===== src/rtl/bcgf_pkg.sv =====
// Shared types and constants for the bilinear corner grid fill block.
package bcgf_pkg;

  // Largest extent along either axis; written extents clamp to 1..MAX_SIDE
  localparam int MAX_SIDE = 64;

  // Field widths
  localparam int CRN_W  = 12;  // corner height
  localparam int EXT_W  = 7;   // extent register
  localparam int CRD_W  = 6;   // cell coordinate
  localparam int HGT_W  = 14;  // result height
  localparam int CFG_AW = 3;   // config register index
  localparam int CFG_DW = 12;  // config write data

  // Datapath widths
  localparam int WGT_W  = 14;  // corner weight, signed, -3968..4096
  localparam int DEN_W  = 13;  // X*Z, up to 4096
  localparam int PROD_W = 25;  // weight times corner, signed
  localparam int NUM_W  = 27;  // sum of four products, signed
  localparam int MAG_W  = 26;  // magnitude of the sum
  localparam int DVD_W  = 28;  // dividend 2*mag + den
  localparam int DVS_W  = 14;  // divisor 2*den
  localparam int QUO_W  = 14;  // rounded quotient bits kept

  // Saturation limits of the height field
  localparam logic [HGT_W-1:0] HGT_MAX   = 14'h1FFF;
  localparam logic [HGT_W-1:0] HGT_MIN   = 14'h2000;
  localparam logic [QUO_W-1:0] QUO_POS_L = 14'd8191;
  localparam logic [QUO_W-1:0] QUO_NEG_L = 14'd8192;

  // Configuration register indexes
  typedef enum logic [CFG_AW-1:0] {
    REG_CORNER_LL = 3'd0,
    REG_CORNER_LH = 3'd1,
    REG_CORNER_HL = 3'd2,
    REG_CORNER_HH = 3'd3,
    REG_EXTENT_X  = 3'd4,
    REG_EXTENT_Z  = 3'd5
  } cfg_reg_t;

  // Configuration register file contents
  typedef struct packed {
    logic [CRN_W-1:0] corner_low_low;
    logic [CRN_W-1:0] corner_low_high;
    logic [CRN_W-1:0] corner_high_low;
    logic [CRN_W-1:0] corner_high_high;
    logic [EXT_W-1:0] extent_x;
    logic [EXT_W-1:0] extent_z;
  } cfg_t;

  // Weighted sum handed to the divider
  typedef struct packed {
    logic signed [NUM_W-1:0] num;
    logic [DEN_W-1:0]        den;
  } sum_t;

  // Rounded quotient handed to the output stage
  typedef struct packed {
    logic [QUO_W-1:0] quo;
    logic             ovf;
    logic             neg;
  } quo_t;

endpackage


===== src/rtl/bcgf_if.sv =====
// Valid/ready channel interfaces for cell coordinates and result heights.
interface bcgf_in_if;
  logic                         valid;
  logic                         ready;
  logic [bcgf_pkg::CRD_W-1:0]   cell_x;
  logic [bcgf_pkg::CRD_W-1:0]   cell_z;

  modport source (output valid, output cell_x, output cell_z, input ready);
  modport sink   (input valid, input cell_x, input cell_z, output ready);
endinterface

interface bcgf_out_if;
  logic                              valid;
  logic                              ready;
  logic signed [bcgf_pkg::HGT_W-1:0] height;
  logic                              saturated;

  modport source (output valid, output height, output saturated, input ready);
  modport sink   (input valid, input height, input saturated, output ready);
endinterface


===== src/rtl/bcgf_weight.sv =====
// Three-stage front end: corner weights, weighted corners, and their sum.
module bcgf_weight (
  input  logic                       clk,
  input  logic                       rst_n,
  input  bcgf_pkg::cfg_t             cfg,
  input  logic                       up_valid,
  output logic                       up_ready,
  input  logic [bcgf_pkg::CRD_W-1:0] up_x,
  input  logic [bcgf_pkg::CRD_W-1:0] up_z,
  output logic                       dn_valid,
  input  logic                       dn_ready,
  output bcgf_pkg::sum_t             dn_sum
);
  import bcgf_pkg::*;

  localparam int NSTG = 3;

  logic [NSTG-1:0] vld_r;
  logic            adv;

  // Stage 1: bilinear weights and denominator
  logic signed [7:0]       ax, az, sx, sz;
  logic signed [15:0]      m00, m10, m01, m11;
  logic [2*EXT_W-1:0]      dprod;
  logic signed [WGT_W-1:0] w00_r, w10_r, w01_r, w11_r;
  logic [DEN_W-1:0]        den1_r;

  // Stage 2: weight times corner height
  logic signed [NUM_W-1:0]  p00, p10, p01, p11;
  logic signed [PROD_W-1:0] p00_r, p10_r, p01_r, p11_r;
  logic [DEN_W-1:0]         den2_r;

  // Stage 3: sum of the four terms
  logic signed [NUM_W-1:0] num_nxt;
  logic signed [NUM_W-1:0] num_r;
  logic [DEN_W-1:0]        den3_r;

  // Advance the whole front end unless its last stage is blocked
  assign adv      = !vld_r[NSTG-1] || dn_ready;
  assign up_ready = adv;
  assign dn_valid = vld_r[NSTG-1];
  assign dn_sum   = '{num: num_r, den: den3_r};

  always_ff @(posedge clk) begin
    if (!rst_n) begin
      vld_r <= '0;
    end else if (adv) begin
      vld_r <= {vld_r[NSTG-2:0], up_valid};
    end
  end

  // Distances to the far corners; negative past the extent
  always_comb begin
    sx    = signed'({2'b00, up_x});
    sz    = signed'({2'b00, up_z});
    ax    = signed'({1'b0, cfg.extent_x} - {2'b00, up_x});
    az    = signed'({1'b0, cfg.extent_z} - {2'b00, up_z});
    m00   = ax * az;
    m10   = sx * az;
    m01   = ax * sz;
    m11   = sx * sz;
    dprod = cfg.extent_x * cfg.extent_z;
  end

  always_ff @(posedge clk) begin
    if (adv) begin
      w00_r  <= m00[WGT_W-1:0];
      w10_r  <= m10[WGT_W-1:0];
      w01_r  <= m01[WGT_W-1:0];
      w11_r  <= m11[WGT_W-1:0];
      den1_r <= dprod[DEN_W-1:0];
    end
  end

  // Scale each weight by its corner height
  always_comb begin
    p00 = w00_r * signed'({1'b0, cfg.corner_low_low});
    p10 = w10_r * signed'({1'b0, cfg.corner_high_low});
    p01 = w01_r * signed'({1'b0, cfg.corner_low_high});
    p11 = w11_r * signed'({1'b0, cfg.corner_high_high});
  end

  always_ff @(posedge clk) begin
    if (adv) begin
      p00_r  <= p00[PROD_W-1:0];
      p10_r  <= p10[PROD_W-1:0];
      p01_r  <= p01[PROD_W-1:0];
      p11_r  <= p11[PROD_W-1:0];
      den2_r <= den1_r;
    end
  end

  // Add the four weighted corners
  assign num_nxt = NUM_W'(p00_r) + NUM_W'(p10_r) + NUM_W'(p01_r) + NUM_W'(p11_r);

  always_ff @(posedge clk) begin
    if (adv) begin
      num_r  <= num_nxt;
      den3_r <= den2_r;
    end
  end

endmodule


===== src/rtl/bcgf_div.sv =====
// Pipelined restoring divider: one quotient bit per stage, rounding folded in.
module bcgf_div (
  input  logic           clk,
  input  logic           rst_n,
  input  logic           up_valid,
  output logic           up_ready,
  input  bcgf_pkg::sum_t up_sum,
  output logic           dn_valid,
  input  logic           dn_ready,
  output bcgf_pkg::quo_t dn_quo
);
  import bcgf_pkg::*;

  localparam int NSTG = QUO_W + 1;

  logic [NSTG-1:0] vld_r;
  logic            adv;

  // Prep stage signals
  logic                    neg;
  logic signed [NUM_W-1:0] absn;
  logic [MAG_W-1:0]        mag;
  logic [DVD_W-1:0]        dvd;
  logic [DVS_W-1:0]        dvs;
  logic                    ovf;

  // Per-stage state; stage 0 is the prep register
  logic [DVD_W-1:0] rem_r [0:QUO_W-1];
  logic [DVS_W-1:0] dvs_r [0:QUO_W-1];
  logic [QUO_W-1:0] quo_r [0:QUO_W];
  logic             ovf_r [0:QUO_W];
  logic             neg_r [0:QUO_W];

  // Advance all stages together unless the last one is blocked
  assign adv      = !vld_r[NSTG-1] || dn_ready;
  assign up_ready = adv;
  assign dn_valid = vld_r[NSTG-1];
  assign dn_quo   = '{quo: quo_r[QUO_W], ovf: ovf_r[QUO_W], neg: neg_r[QUO_W]};

  always_ff @(posedge clk) begin
    if (!rst_n) begin
      vld_r <= '0;
    end else if (adv) begin
      vld_r <= {vld_r[NSTG-2:0], up_valid};
    end
  end

  // Round half away from zero: divide 2*|num| + den by 2*den
  always_comb begin
    neg  = up_sum.num[NUM_W-1];
    absn = neg ? -up_sum.num : up_sum.num;
    mag  = absn[MAG_W-1:0];
    dvd  = DVD_W'({mag, 1'b0}) + DVD_W'(up_sum.den);
    dvs  = {up_sum.den, 1'b0};
    ovf  = dvd >= (DVD_W'(dvs) << QUO_W);
  end

  always_ff @(posedge clk) begin
    if (adv) begin
      rem_r[0] <= dvd;
      dvs_r[0] <= dvs;
      quo_r[0] <= '0;
      ovf_r[0] <= ovf;
      neg_r[0] <= neg;
    end
  end

  // One quotient bit per stage, most significant first
  for (genvar j = 1; j <= QUO_W; j++) begin : g_stage
    localparam int K = QUO_W - j;
    logic [DVD_W-1:0] sub;
    logic             take;

    always_comb begin
      sub  = DVD_W'(dvs_r[j-1]) << K;
      take = rem_r[j-1] >= sub;
    end

    always_ff @(posedge clk) begin
      if (adv) begin
        quo_r[j] <= quo_r[j-1] | (take ? (QUO_W'(1) << K) : '0);
        ovf_r[j] <= ovf_r[j-1];
        neg_r[j] <= neg_r[j-1];
      end
    end

    if (j < QUO_W) begin : g_carry
      always_ff @(posedge clk) begin
        if (adv) begin
          rem_r[j] <= take ? (rem_r[j-1] - sub) : rem_r[j-1];
          dvs_r[j] <= dvs_r[j-1];
        end
      end
    end
  end

endmodule


===== src/rtl/bcgf_round.sv =====
// Output register: apply sign, saturate and present the result beat.
module bcgf_round (
  input  logic              clk,
  input  logic              rst_n,
  input  logic              up_valid,
  output logic              up_ready,
  input  bcgf_pkg::quo_t    up_quo,
  bcgf_out_if.source        out_ch
);
  import bcgf_pkg::*;

  logic             vld_r;
  logic             adv;
  logic [HGT_W-1:0] hgt_nxt;
  logic             sat_nxt;
  logic [HGT_W-1:0] hgt_r;
  logic             sat_r;

  // Take a new beat when the register is empty or being drained
  assign adv          = !vld_r || out_ch.ready;
  assign up_ready     = adv;
  assign out_ch.valid = vld_r;
  assign out_ch.height    = signed'(hgt_r);
  assign out_ch.saturated = sat_r;

  // Clamp to the height range and flag it
  always_comb begin
    hgt_nxt = up_quo.quo;
    sat_nxt = 1'b0;
    if (up_quo.neg) begin
      if (up_quo.ovf || (up_quo.quo > QUO_NEG_L)) begin
        hgt_nxt = HGT_MIN;
        sat_nxt = 1'b1;
      end else begin
        hgt_nxt = -up_quo.quo;
      end
    end else if (up_quo.ovf || (up_quo.quo > QUO_POS_L)) begin
      hgt_nxt = HGT_MAX;
      sat_nxt = 1'b1;
    end
  end

  always_ff @(posedge clk) begin
    if (!rst_n) begin
      vld_r <= 1'b0;
    end else if (adv) begin
      vld_r <= up_valid;
    end
  end

  always_ff @(posedge clk) begin
    if (adv) begin
      hgt_r <= hgt_nxt;
      sat_r <= sat_nxt;
    end
  end

endmodule


===== src/rtl/bilinear_corner_grid_fill.sv =====
// Top level: configuration registers and the bilinear interpolation pipeline.
//
// Usage:
//   in_ch carries one cell coordinate (cell_x, cell_z) per beat; out_ch returns
//   one beat per input with the interpolated height, rounded half away from
//   zero, and a saturated flag when the rounded value left -8192..8191.
//   The cfg port writes corner heights (indexes 0..3) and the extents X and Z
//   (indexes 4 and 5) when cfg_we is high; extents clamp to
//   1..64 and indexes past the list are dropped. Write it only while idle.
// Path: an accepted input beat passes three stages of weights, products and
//   sum, one divider prep stage, 14 divider stages (one quotient bit each),
//   and the output register before its result appears on out_ch.
// Throughput: one beat per cycle when out_ch does not stall; every stage is
//   registered and the divider fully unrolled, so a new cell enters each cycle.
// Reset (rst_n low, synchronous) empties the pipeline, sets the corners to 0
//   and both extents to 16.
// Stall: when out_ch.ready is low the result holds; each section keeps taking
//   beats while its last stage is empty, then in_ch.ready drops.
module bilinear_corner_grid_fill (
  input  logic                        clk,
  input  logic                        rst_n,
  bcgf_in_if.sink                     in_ch,
  bcgf_out_if.source                  out_ch,
  input  logic                        cfg_we,
  input  logic [bcgf_pkg::CFG_AW-1:0] cfg_addr,
  input  logic [bcgf_pkg::CFG_DW-1:0] cfg_data
);
  import bcgf_pkg::*;

  cfg_t cfg_r;
  cfg_t cfg_nxt;

  logic wt_valid, wt_ready;
  sum_t wt_sum;
  logic dv_valid, dv_ready;
  quo_t dv_quo;

  function automatic logic [EXT_W-1:0] clamp_ext(input logic [CFG_DW-1:0] v);
    logic [EXT_W-1:0] e;
    e = v[EXT_W-1:0];
    if (e == '0) begin
      e = EXT_W'(1);
    end else if (e > EXT_W'(MAX_SIDE)) begin
      e = EXT_W'(MAX_SIDE);
    end
    return e;
  endfunction

  // Decode register writes
  always_comb begin
    cfg_nxt = cfg_r;
    if (cfg_we) begin
      case (cfg_reg_t'(cfg_addr))
        REG_CORNER_LL: cfg_nxt.corner_low_low   = cfg_data[CRN_W-1:0];
        REG_CORNER_LH: cfg_nxt.corner_low_high  = cfg_data[CRN_W-1:0];
        REG_CORNER_HL: cfg_nxt.corner_high_low  = cfg_data[CRN_W-1:0];
        REG_CORNER_HH: cfg_nxt.corner_high_high = cfg_data[CRN_W-1:0];
        REG_EXTENT_X:  cfg_nxt.extent_x         = clamp_ext(cfg_data);
        REG_EXTENT_Z:  cfg_nxt.extent_z         = clamp_ext(cfg_data);
        default:       cfg_nxt = cfg_r;
      endcase
    end
  end

  always_ff @(posedge clk) begin
    if (!rst_n) begin
      cfg_r <= '{corner_low_low: '0, corner_low_high: '0,
                 corner_high_low: '0, corner_high_high: '0,
                 extent_x: EXT_W'(16), extent_z: EXT_W'(16)};
    end else begin
      cfg_r <= cfg_nxt;
    end
  end

  // Weights, products and sum
  bcgf_weight u_weight (
    .clk      (clk),
    .rst_n    (rst_n),
    .cfg      (cfg_r),
    .up_valid (in_ch.valid),
    .up_ready (in_ch.ready),
    .up_x     (in_ch.cell_x),
    .up_z     (in_ch.cell_z),
    .dn_valid (wt_valid),
    .dn_ready (wt_ready),
    .dn_sum   (wt_sum)
  );

  // Rounded division by X*Z
  bcgf_div u_div (
    .clk      (clk),
    .rst_n    (rst_n),
    .up_valid (wt_valid),
    .up_ready (wt_ready),
    .up_sum   (wt_sum),
    .dn_valid (dv_valid),
    .dn_ready (dv_ready),
    .dn_quo   (dv_quo)
  );

  // Sign, saturation and output register
  bcgf_round u_round (
    .clk      (clk),
    .rst_n    (rst_n),
    .up_valid (dv_valid),
    .up_ready (dv_ready),
    .up_quo   (dv_quo),
    .out_ch   (out_ch)
  );

endmodule


===== src/flat_wrapper.sv =====
// flat-port wrapper written by rule: the top's interface ports become plain ports
module bilinear_corner_grid_fill_flat import bcgf_pkg::*;
  (clk, rst_n, cfg_we, cfg_addr, cfg_data, in_ch_valid, in_ch_cell_x, in_ch_cell_z, in_ch_ready, out_ch_valid, out_ch_height, out_ch_saturated, out_ch_ready);
  bcgf_in_if in_ch_i ();
  bcgf_out_if out_ch_i ();
  input  logic clk;
  input  logic rst_n;
  input  logic cfg_we;
  input  logic [bcgf_pkg::CFG_AW-1:0] cfg_addr;
  input  logic [bcgf_pkg::CFG_DW-1:0] cfg_data;
  input wire logic [$bits(in_ch_i.valid)-1:0] in_ch_valid;
  input wire logic [$bits(in_ch_i.cell_x)-1:0] in_ch_cell_x;
  input wire logic [$bits(in_ch_i.cell_z)-1:0] in_ch_cell_z;
  output wire logic [$bits(in_ch_i.ready)-1:0] in_ch_ready;
  output wire logic [$bits(out_ch_i.valid)-1:0] out_ch_valid;
  output wire logic [$bits(out_ch_i.height)-1:0] out_ch_height;
  output wire logic [$bits(out_ch_i.saturated)-1:0] out_ch_saturated;
  input wire logic [$bits(out_ch_i.ready)-1:0] out_ch_ready;
  assign in_ch_i.valid = in_ch_valid;
  assign in_ch_i.cell_x = in_ch_cell_x;
  assign in_ch_i.cell_z = in_ch_cell_z;
  assign in_ch_ready = in_ch_i.ready;
  assign out_ch_valid = out_ch_i.valid;
  assign out_ch_height = out_ch_i.height;
  assign out_ch_saturated = out_ch_i.saturated;
  assign out_ch_i.ready = out_ch_ready;
  bilinear_corner_grid_fill u_core (.clk(clk), .rst_n(rst_n), .in_ch(in_ch_i), .out_ch(out_ch_i), .cfg_we(cfg_we), .cfg_addr(cfg_addr), .cfg_data(cfg_data));
endmodule

===== config.mk =====
export PLATFORM = sky130hd
export DESIGN_NAME = bilinear_corner_grid_fill_flat
export DESIGN_NICKNAME = d
export VERILOG_FILES = /design/src/rtl/bcgf_pkg.sv /design/src/rtl/bcgf_if.sv /design/src/rtl/bcgf_weight.sv /design/src/rtl/bcgf_div.sv /design/src/rtl/bcgf_round.sv /design/src/rtl/bilinear_corner_grid_fill.sv /design/src/flat_wrapper.sv
export SDC_FILE = /design/constraint.sdc
export NUM_CORES = 2
export LEC_CHECK = 0
export ABC_AREA = 1
export BUFFER_PORTS_ARGS = -buffer_cell sky130_fd_sc_hd__buf_2
export CAP_MARGIN = 5
export CORE_MARGIN = 5
export CORE_UTILIZATION = 59
export CTS_CLUSTER_DIAMETER = 40
export DETAILED_ROUTE_END_ITERATION = 10
export GPL_TIMING_DRIVEN = 0
export PLACE_DENSITY = 0.78
export SLEW_MARGIN = 10
export SYNTH_ARGS = -nofsm -noshare
export SYNTH_HDL_FRONTEND = slang
export SYNTH_SLANG_ARGS = --single-unit

===== constraint.sdc =====
create_clock -name clk -period 26.3 [get_ports clk]
set_input_delay 5.26 -clock clk [delete_from_list [all_inputs] [get_ports clk]]
set_output_delay 5.26 -clock clk [all_outputs]
set_load 0.01 [all_outputs]

# [Word-level counts from Yosys, hierarchy flattened]
# Memories as Yosys holds them, arrays and structs flattened.
# Cells that the tools add are included.
[word_totals] register_bits=316 ram_bits=828 output_inout_bits=17 wordCells=149 n_memories=5
[mem_list] name="u_core.u_div.rem_r" depth=14 width=28 read_ports=14 rd_clocked_by_memory_dff=0 write_ports=14 line="bcgf_div.sv:28" source="logic [DVD_W-1:0] rem_r [0:QUO_W-1];"
[mem_list] name="u_core.u_div.quo_r" depth=15 width=14 read_ports=15 rd_clocked_by_memory_dff=0 write_ports=15 line="bcgf_div.sv:30" source="logic [QUO_W-1:0] quo_r [0:QUO_W];"
[mem_list] name="u_core.u_div.dvs_r" depth=14 width=14 read_ports=14 rd_clocked_by_memory_dff=0 write_ports=14 line="bcgf_div.sv:29" source="logic [DVS_W-1:0] dvs_r [0:QUO_W-1];"
[mem_list] name="u_core.u_div.neg_r" depth=15 width=1 read_ports=15 rd_clocked_by_memory_dff=0 write_ports=15 line="bcgf_div.sv:32" source="logic neg_r [0:QUO_W];"
[mem_list] name="u_core.u_div.ovf_r" depth=15 width=1 read_ports=15 rd_clocked_by_memory_dff=0 write_ports=15 line="bcgf_div.sv:31" source="logic ovf_r [0:QUO_W];"
[classes] n_addsub=21 mul=9 order_cmp=18 n_eq_ne=5 n_mux=38 n_bitwise=14 reduce_logical=16
[ops] operator="28-bit two-way mux" count=13
[ops] operator="14-bit by 13-bit multiplier with 25-bit output" count=3
[ops] operator="14-bit two-way mux" count=4
[ops] operator="27-bit by 13-bit adder with 28-bit output" count=1
[ops] operator="28-bit by 14-bit >= comparator with 1-bit output" count=1
[ops] operator="28-bit by 15-bit >= comparator with 1-bit output" count=1
[ops] operator="28-bit by 16-bit >= comparator with 1-bit output" count=1
[ops] operator="28-bit by 17-bit >= comparator with 1-bit output" count=1
[ops] operator="28-bit by 18-bit >= comparator with 1-bit output" count=1
[ops] operator="28-bit by 19-bit >= comparator with 1-bit output" count=1
[ops] operator="28-bit by 20-bit >= comparator with 1-bit output" count=1
[ops] operator="28-bit by 21-bit >= comparator with 1-bit output" count=1
[ops] operator="28-bit by 22-bit >= comparator with 1-bit output" count=1
[ops] operator="28-bit by 23-bit >= comparator with 1-bit output" count=1
[ops] operator="28-bit by 24-bit >= comparator with 1-bit output" count=1
[ops] operator="28-bit by 25-bit >= comparator with 1-bit output" count=1
[ops] operator="28-bit by 26-bit >= comparator with 1-bit output" count=1
[ops] operator="28-bit by 27-bit >= comparator with 1-bit output" count=1
[ops] operator="28-bit >= comparator" count=1
[ops] operator="28-bit by 15-bit subtractor with 28-bit output" count=1
[ops] operator="28-bit by 16-bit subtractor with 28-bit output" count=1
[ops] operator="28-bit by 17-bit subtractor with 28-bit output" count=1
[ops] operator="28-bit by 18-bit subtractor with 28-bit output" count=1
[ops] operator="28-bit by 19-bit subtractor with 28-bit output" count=1
[ops] operator="other kinds (59)" count=80

# [Logic depth before layout (Yosys ltp)]
[logic_depth] ltp_word=5 ltp_mapped=33 ltp_nobuf=33

# [Modules after synthesis]
# Synthesis repeated with hierarchy kept, for this count alone.
[unflattened] hier_cells=9195 area_unflattened_um2=83448.8
[modules_own_cells] module="bcgf_weight" instances=1 cells_per_inst=4840 area_each_um2=41657.5 seq_area_each_um2=6636.4
[modules_own_cells] module="bcgf_div" instances=1 cells_per_inst=3936 area_each_um2=38430.6 seq_area_each_um2=21170.3
[modules_own_cells] module="bilinear_corner_grid_fill" instances=1 cells_per_inst=279 area_each_um2=2269.7 seq_area_each_um2=1241.2
[modules_own_cells] module="bcgf_round" instances=1 cells_per_inst=140 area_each_um2=1091.0 seq_area_each_um2=470.5

# [Worst setup path after synthesis]
# OpenSTA, ideal clock, no wires.
[synth_timing] path_type="input to register" start="input port out_ch_ready" end="memory u_core.u_div.dvs_r[7][2] (netlist: u_core.u_div.dvs_r[0][100]), enable pin" arrival_ns=24.925 path_slack_ns=0.046 path_stages=5 path_buffers=1 cell_sequence="inv_1 -> nand2_1 -> nor2_1 -> inv_1 -> clkbuf_1"
[synth_lines] item="start, declared" line="flat_wrapper.sv:18" source="input wire logic [$bits(out_ch_i.ready)-1:0] out_ch_ready;"
[synth_lines] item="end, declared" line="bcgf_div.sv:29"

# [Worst setup path in the final report]
[layout_timing] start="input port out_ch_ready" end="output port in_ch_ready"
[layout_via] elab_chain_cells=3
[layout_rtl] item="1-bit logical OR" line="bcgf_round.sv:20" source="assign adv = !vld_r || out_ch.ready;"
[layout_rtl] item="net u_core.dv_ready" line="bilinear_corner_grid_fill.sv:35" source="logic dv_valid, dv_ready;"
[layout_rtl] item="1-bit logical OR" line="bcgf_div.sv:35" source="assign adv = !vld_r[NSTG-1] || dn_ready;"
[layout_rtl] item="1-bit logical OR" line="bcgf_weight.sv:39" source="assign adv = !vld_r[NSTG-1] || dn_ready;"
[layout_rtl] item="end, declared" line="flat_wrapper.sv:14" source="output wire logic [$bits(in_ch_i.ready)-1:0] in_ch_ready;"
# The timed path passes the listed nets, and every way through them passes these cells.

==> results.md <==
- MaxCap Viol Count: 0
- Post-synthesis cell type count: 69
- Initial Util: 59.3%
- NetSw: 0.00417 W
- Internal power: 0.00546 W
- GR Overflow Total: 0
- HPWL after DPL: 163 mm
- Worst path bufs/invs: 5
- Post-synthesis cell count: 9014
- Power consumption: 0.00963 W
- Post-synthesis sequential area ratio: 35.7%
- Crit path max-delay cell type: nor2_1
- Total number of vias: 61200
- Setup TNS: 0 ps
- Ys Warns: 0
- Crit path kind: input port to primary output
- Max Clock Skew: 44.9 ps
- WP data required: 21040 ps
- DP Worst Slack: 12580 ps
- Final ANT Viol Nets: 0
- Final net count: 10600
- Fmax: 0.0756 GHz
- Clock-pin slew on the worst setup and hold paths: 60 ps
- Vias in the first global route: 61800
- Top FF cell, synth: edfxtp_1
- Post-CTS Setup Inserts: 0
- Largest net degree at the start of global routing: 69
- First-pass GRT wire length: 327 mm
- Worst VDD drop: 0.131 mV
- Ports: 49
- Synth Cell Area: 0.0827 mm^2
- Fin crit period: 13240 ps
- Final setup vio count: 0
- GRT Overall Usage: 28.0%
- CTS sink cnt: 1010
- Fin Hold WS: 398 ps
- Count of hold-fix buffers inserted at cts: 0
- DRC: 0
- Post-route core utilization: 65.1%
- Yosys reg bits: 1010
- Clock power share: 20.6%
- Status: finished clean
- CTS root buf: clkbuf_16
- R2R Path Start: u_core.cfg_r[0]
- Leak Pwr: 44.2 nW
- DR WL/cell: 18.0 um
- Cts repair resizes: 0
- CP cell instances: buf_2 > inv_1 > nand2_2 > nor2_1 > nand2_4 > buf_16 > buf_16 > buf_2
- CTS Buf Count: 146
- Syn_nets: 10400
- Routed WL: 202 mm
- Clock insertion delay at the later pin of the skew report: 780 ps
- I/O Buffers: 44
- Commonest non-fill, non-tap cell in the layout: inv_1
- Via density: 5.46
- Worst hold start: u_core.u_div.ovf_r[4][0]
- H-tree level count: 4
- Share of cells above drive strength 1: 5.42%
- Endpoints failing hold: 0
- Routability cong.: 0.971
- Height of the die: 384 um
- Max Slew Vio Count: 0
- Slack of the critical path: 13060 ps
- Full die area: 0.148 mm^2
- Largest delay share family, worst path: simple AND/OR/NAND/NOR gates
- Crit. End Element: primary output
- CTS tree: built
- Crit Path Max Fanout: 62
- Worst-Margin Slew: 1000 ps
- Syn_area_per_cell: 9.17 um^2
- Relative slew slack: 32.6%
- Initial antenna violation count: 0
- Initial DRC count: 5136
- Worst Path Arrival: 7980 ps
- Die Wd: 384 um
- Core area: 0.139 mm^2
- Final Cycle Share: 50.3%
- Startpoint Class: input port
- Clk buf depth: 3
- Antenna cells: 0
- Reg power frac: 30.9%
- Layout fillers: 11200
- Area grow syn2layout: 9.71%
- Detailed Routing Iterations Pass 1: 6
- Post-synth EDFFs: 929
- Pwr Density: 106 mW/mm^2
- Most frequent cells in the layout: 1940 x inv_1, 1858 x nand2_1, 929 x edfxtp_1
- Site Rows: 137
- Comb pwr share: 48.6%
- RSZ-0062 raised after global routing: no
- Critical path origin: out_ch_ready
- Async set or reset register ratio after synthesis: 0%
- Net Sw Frac: 43.3%
- HP Class: register to register
- Biggest cell delay along the critical path: 680 ps
==> cell type report <==
type                       count  area (um^2)  area share [%]
timing repair buffer          59          611           0.673
tap                         1876         2350            2.59
inverter                    1960         7360            8.11
sequential                  1010        29500            32.5
buffer                       194          856           0.944
multi-input combinational   5850        45000            49.6
clock inverter               105         1320            1.45
clock buffer                 158         3740            4.12
==> flip-flops by register name, indices dropped and copies added, names as in the netlist, 24 cells and up <==
name,cells
u_core.cfg_r,62
u_core.u_div.dvs_r,168
u_core.u_div.quo_r,105
u_core.u_div.rem_r,392
u_core.u_weight.num_r,27
u_core.u_weight.p00_r,25
u_core.u_weight.p01_r,25
u_core.u_weight.p10_r,25
u_core.u_weight.p11_r,24
==> per-stage QoR <==
step | cells | cell area, um^2
2_1_floorplan | 9014 | 82700
3_3_place_gp | 10900 | 85200
3_5_place_dp | 10900 | 85600
4_1_cts | 11200 | 90700
5_1_grt | 11200 | 90700
6_report | 11200 | 90700
==> cell usage after synthesis, types with 24 or more instances <==
| cell | count | area [um^2] |
|---|---|---|
| a21oi_1 | 423 | 2120 |
| a21o_1 | 32 | 240 |
| nand3_1 | 222 | 1110 |
| o211ai_1 | 24 | 180 |
| nand2_1 | 1860 | 6980 |
| fa_1 | 769 | 15400 |
| inv_1 | 1940 | 7280 |
| dfxtp_1 | 81 | 1620 |
| xnor2_1 | 170 | 1490 |
| o21ai_1 | 50 | 250 |
| nor3_1 | 70 | 350 |
| ha_1 | 614 | 7680 |
| or2_2 | 43 | 269 |
| o21ai_0 | 376 | 1880 |
| o21bai_1 | 24 | 180 |
| nor4_1 | 46 | 288 |
| nor2_1 | 602 | 2260 |
| xor2_1 | 221 | 1940 |
| edfxtp_1 | 929 | 27900 |
| clkbuf_1 | 150 | 563 |
| a31oi_1 | 36 | 225 |
| nand4_1 | 63 | 394 |
==> logic make-up (layout without fill, tap and decap cells) <==
group,count (synthesis),in the layout,share of synthesized area [%]
xor+xnor,392,392,4.16
simple gates,3001,3001,15.0
buf+inv,2154,2476,9.93
fa+ha+maj,1383,1383,27.9
compound gates,1074,1074,7.26
flops,1010,1010,35.7
==> power by group through the flow <==
stage,Clock [W],Combinational [W],Sequential (W)
global route,0.00209,0.00529,0.00301
CTS,0.00202,0.00465,0.00297
detailed placement,0,0.00461,0.00299
floorplan,0,0.00346,0.00279
finish,0.00198,0.00467,0.00297
global placement,0,0.00449,0.00299
==> worst register-to-register path: stages (launching register included) <==
cell      delay [ps]
dfxtp_1          300
clkbuf_1         360
inv_1            130
ha_1             240
fa_1             380
inv_1             80
nand2_1           70
nand2_1           80
nand2_1           70
xnor2_1          740
inv_1            450
nor2_1           240
fa_1             480
fa_1             520
fa_1             520
inv_1             60
fa_1             490
inv_1             40
ha_1             330
nand2_1           90
inv_1             40
a21oi_1          210
o21ai_0          180
a21oi_1          170
nor2_1            50
nor2_1           110
xor2_1           420
==> worst paths after layout <==
path                          endpoint  slack [ps]  cells past startpoint
max                        in_ch_ready       13060                      8
min           u_core.u_div.ovf_r[4][1]         400                      0
max reg2reg  u_core.u_weight.w10_r[12]       19230                     26
min reg2reg   u_core.u_div.ovf_r[4][1]         400                      0
==> metal layers <==
layer / share of wire [%] / global-route usage [%]
met1: 40 / 35.5
met2: 48 / 47.0
met3: 6.4 / 4.59
met4: 5.8 / 13.5
met5: 0 / 0
No activity file was read; power rests on OpenSTA's default activity.
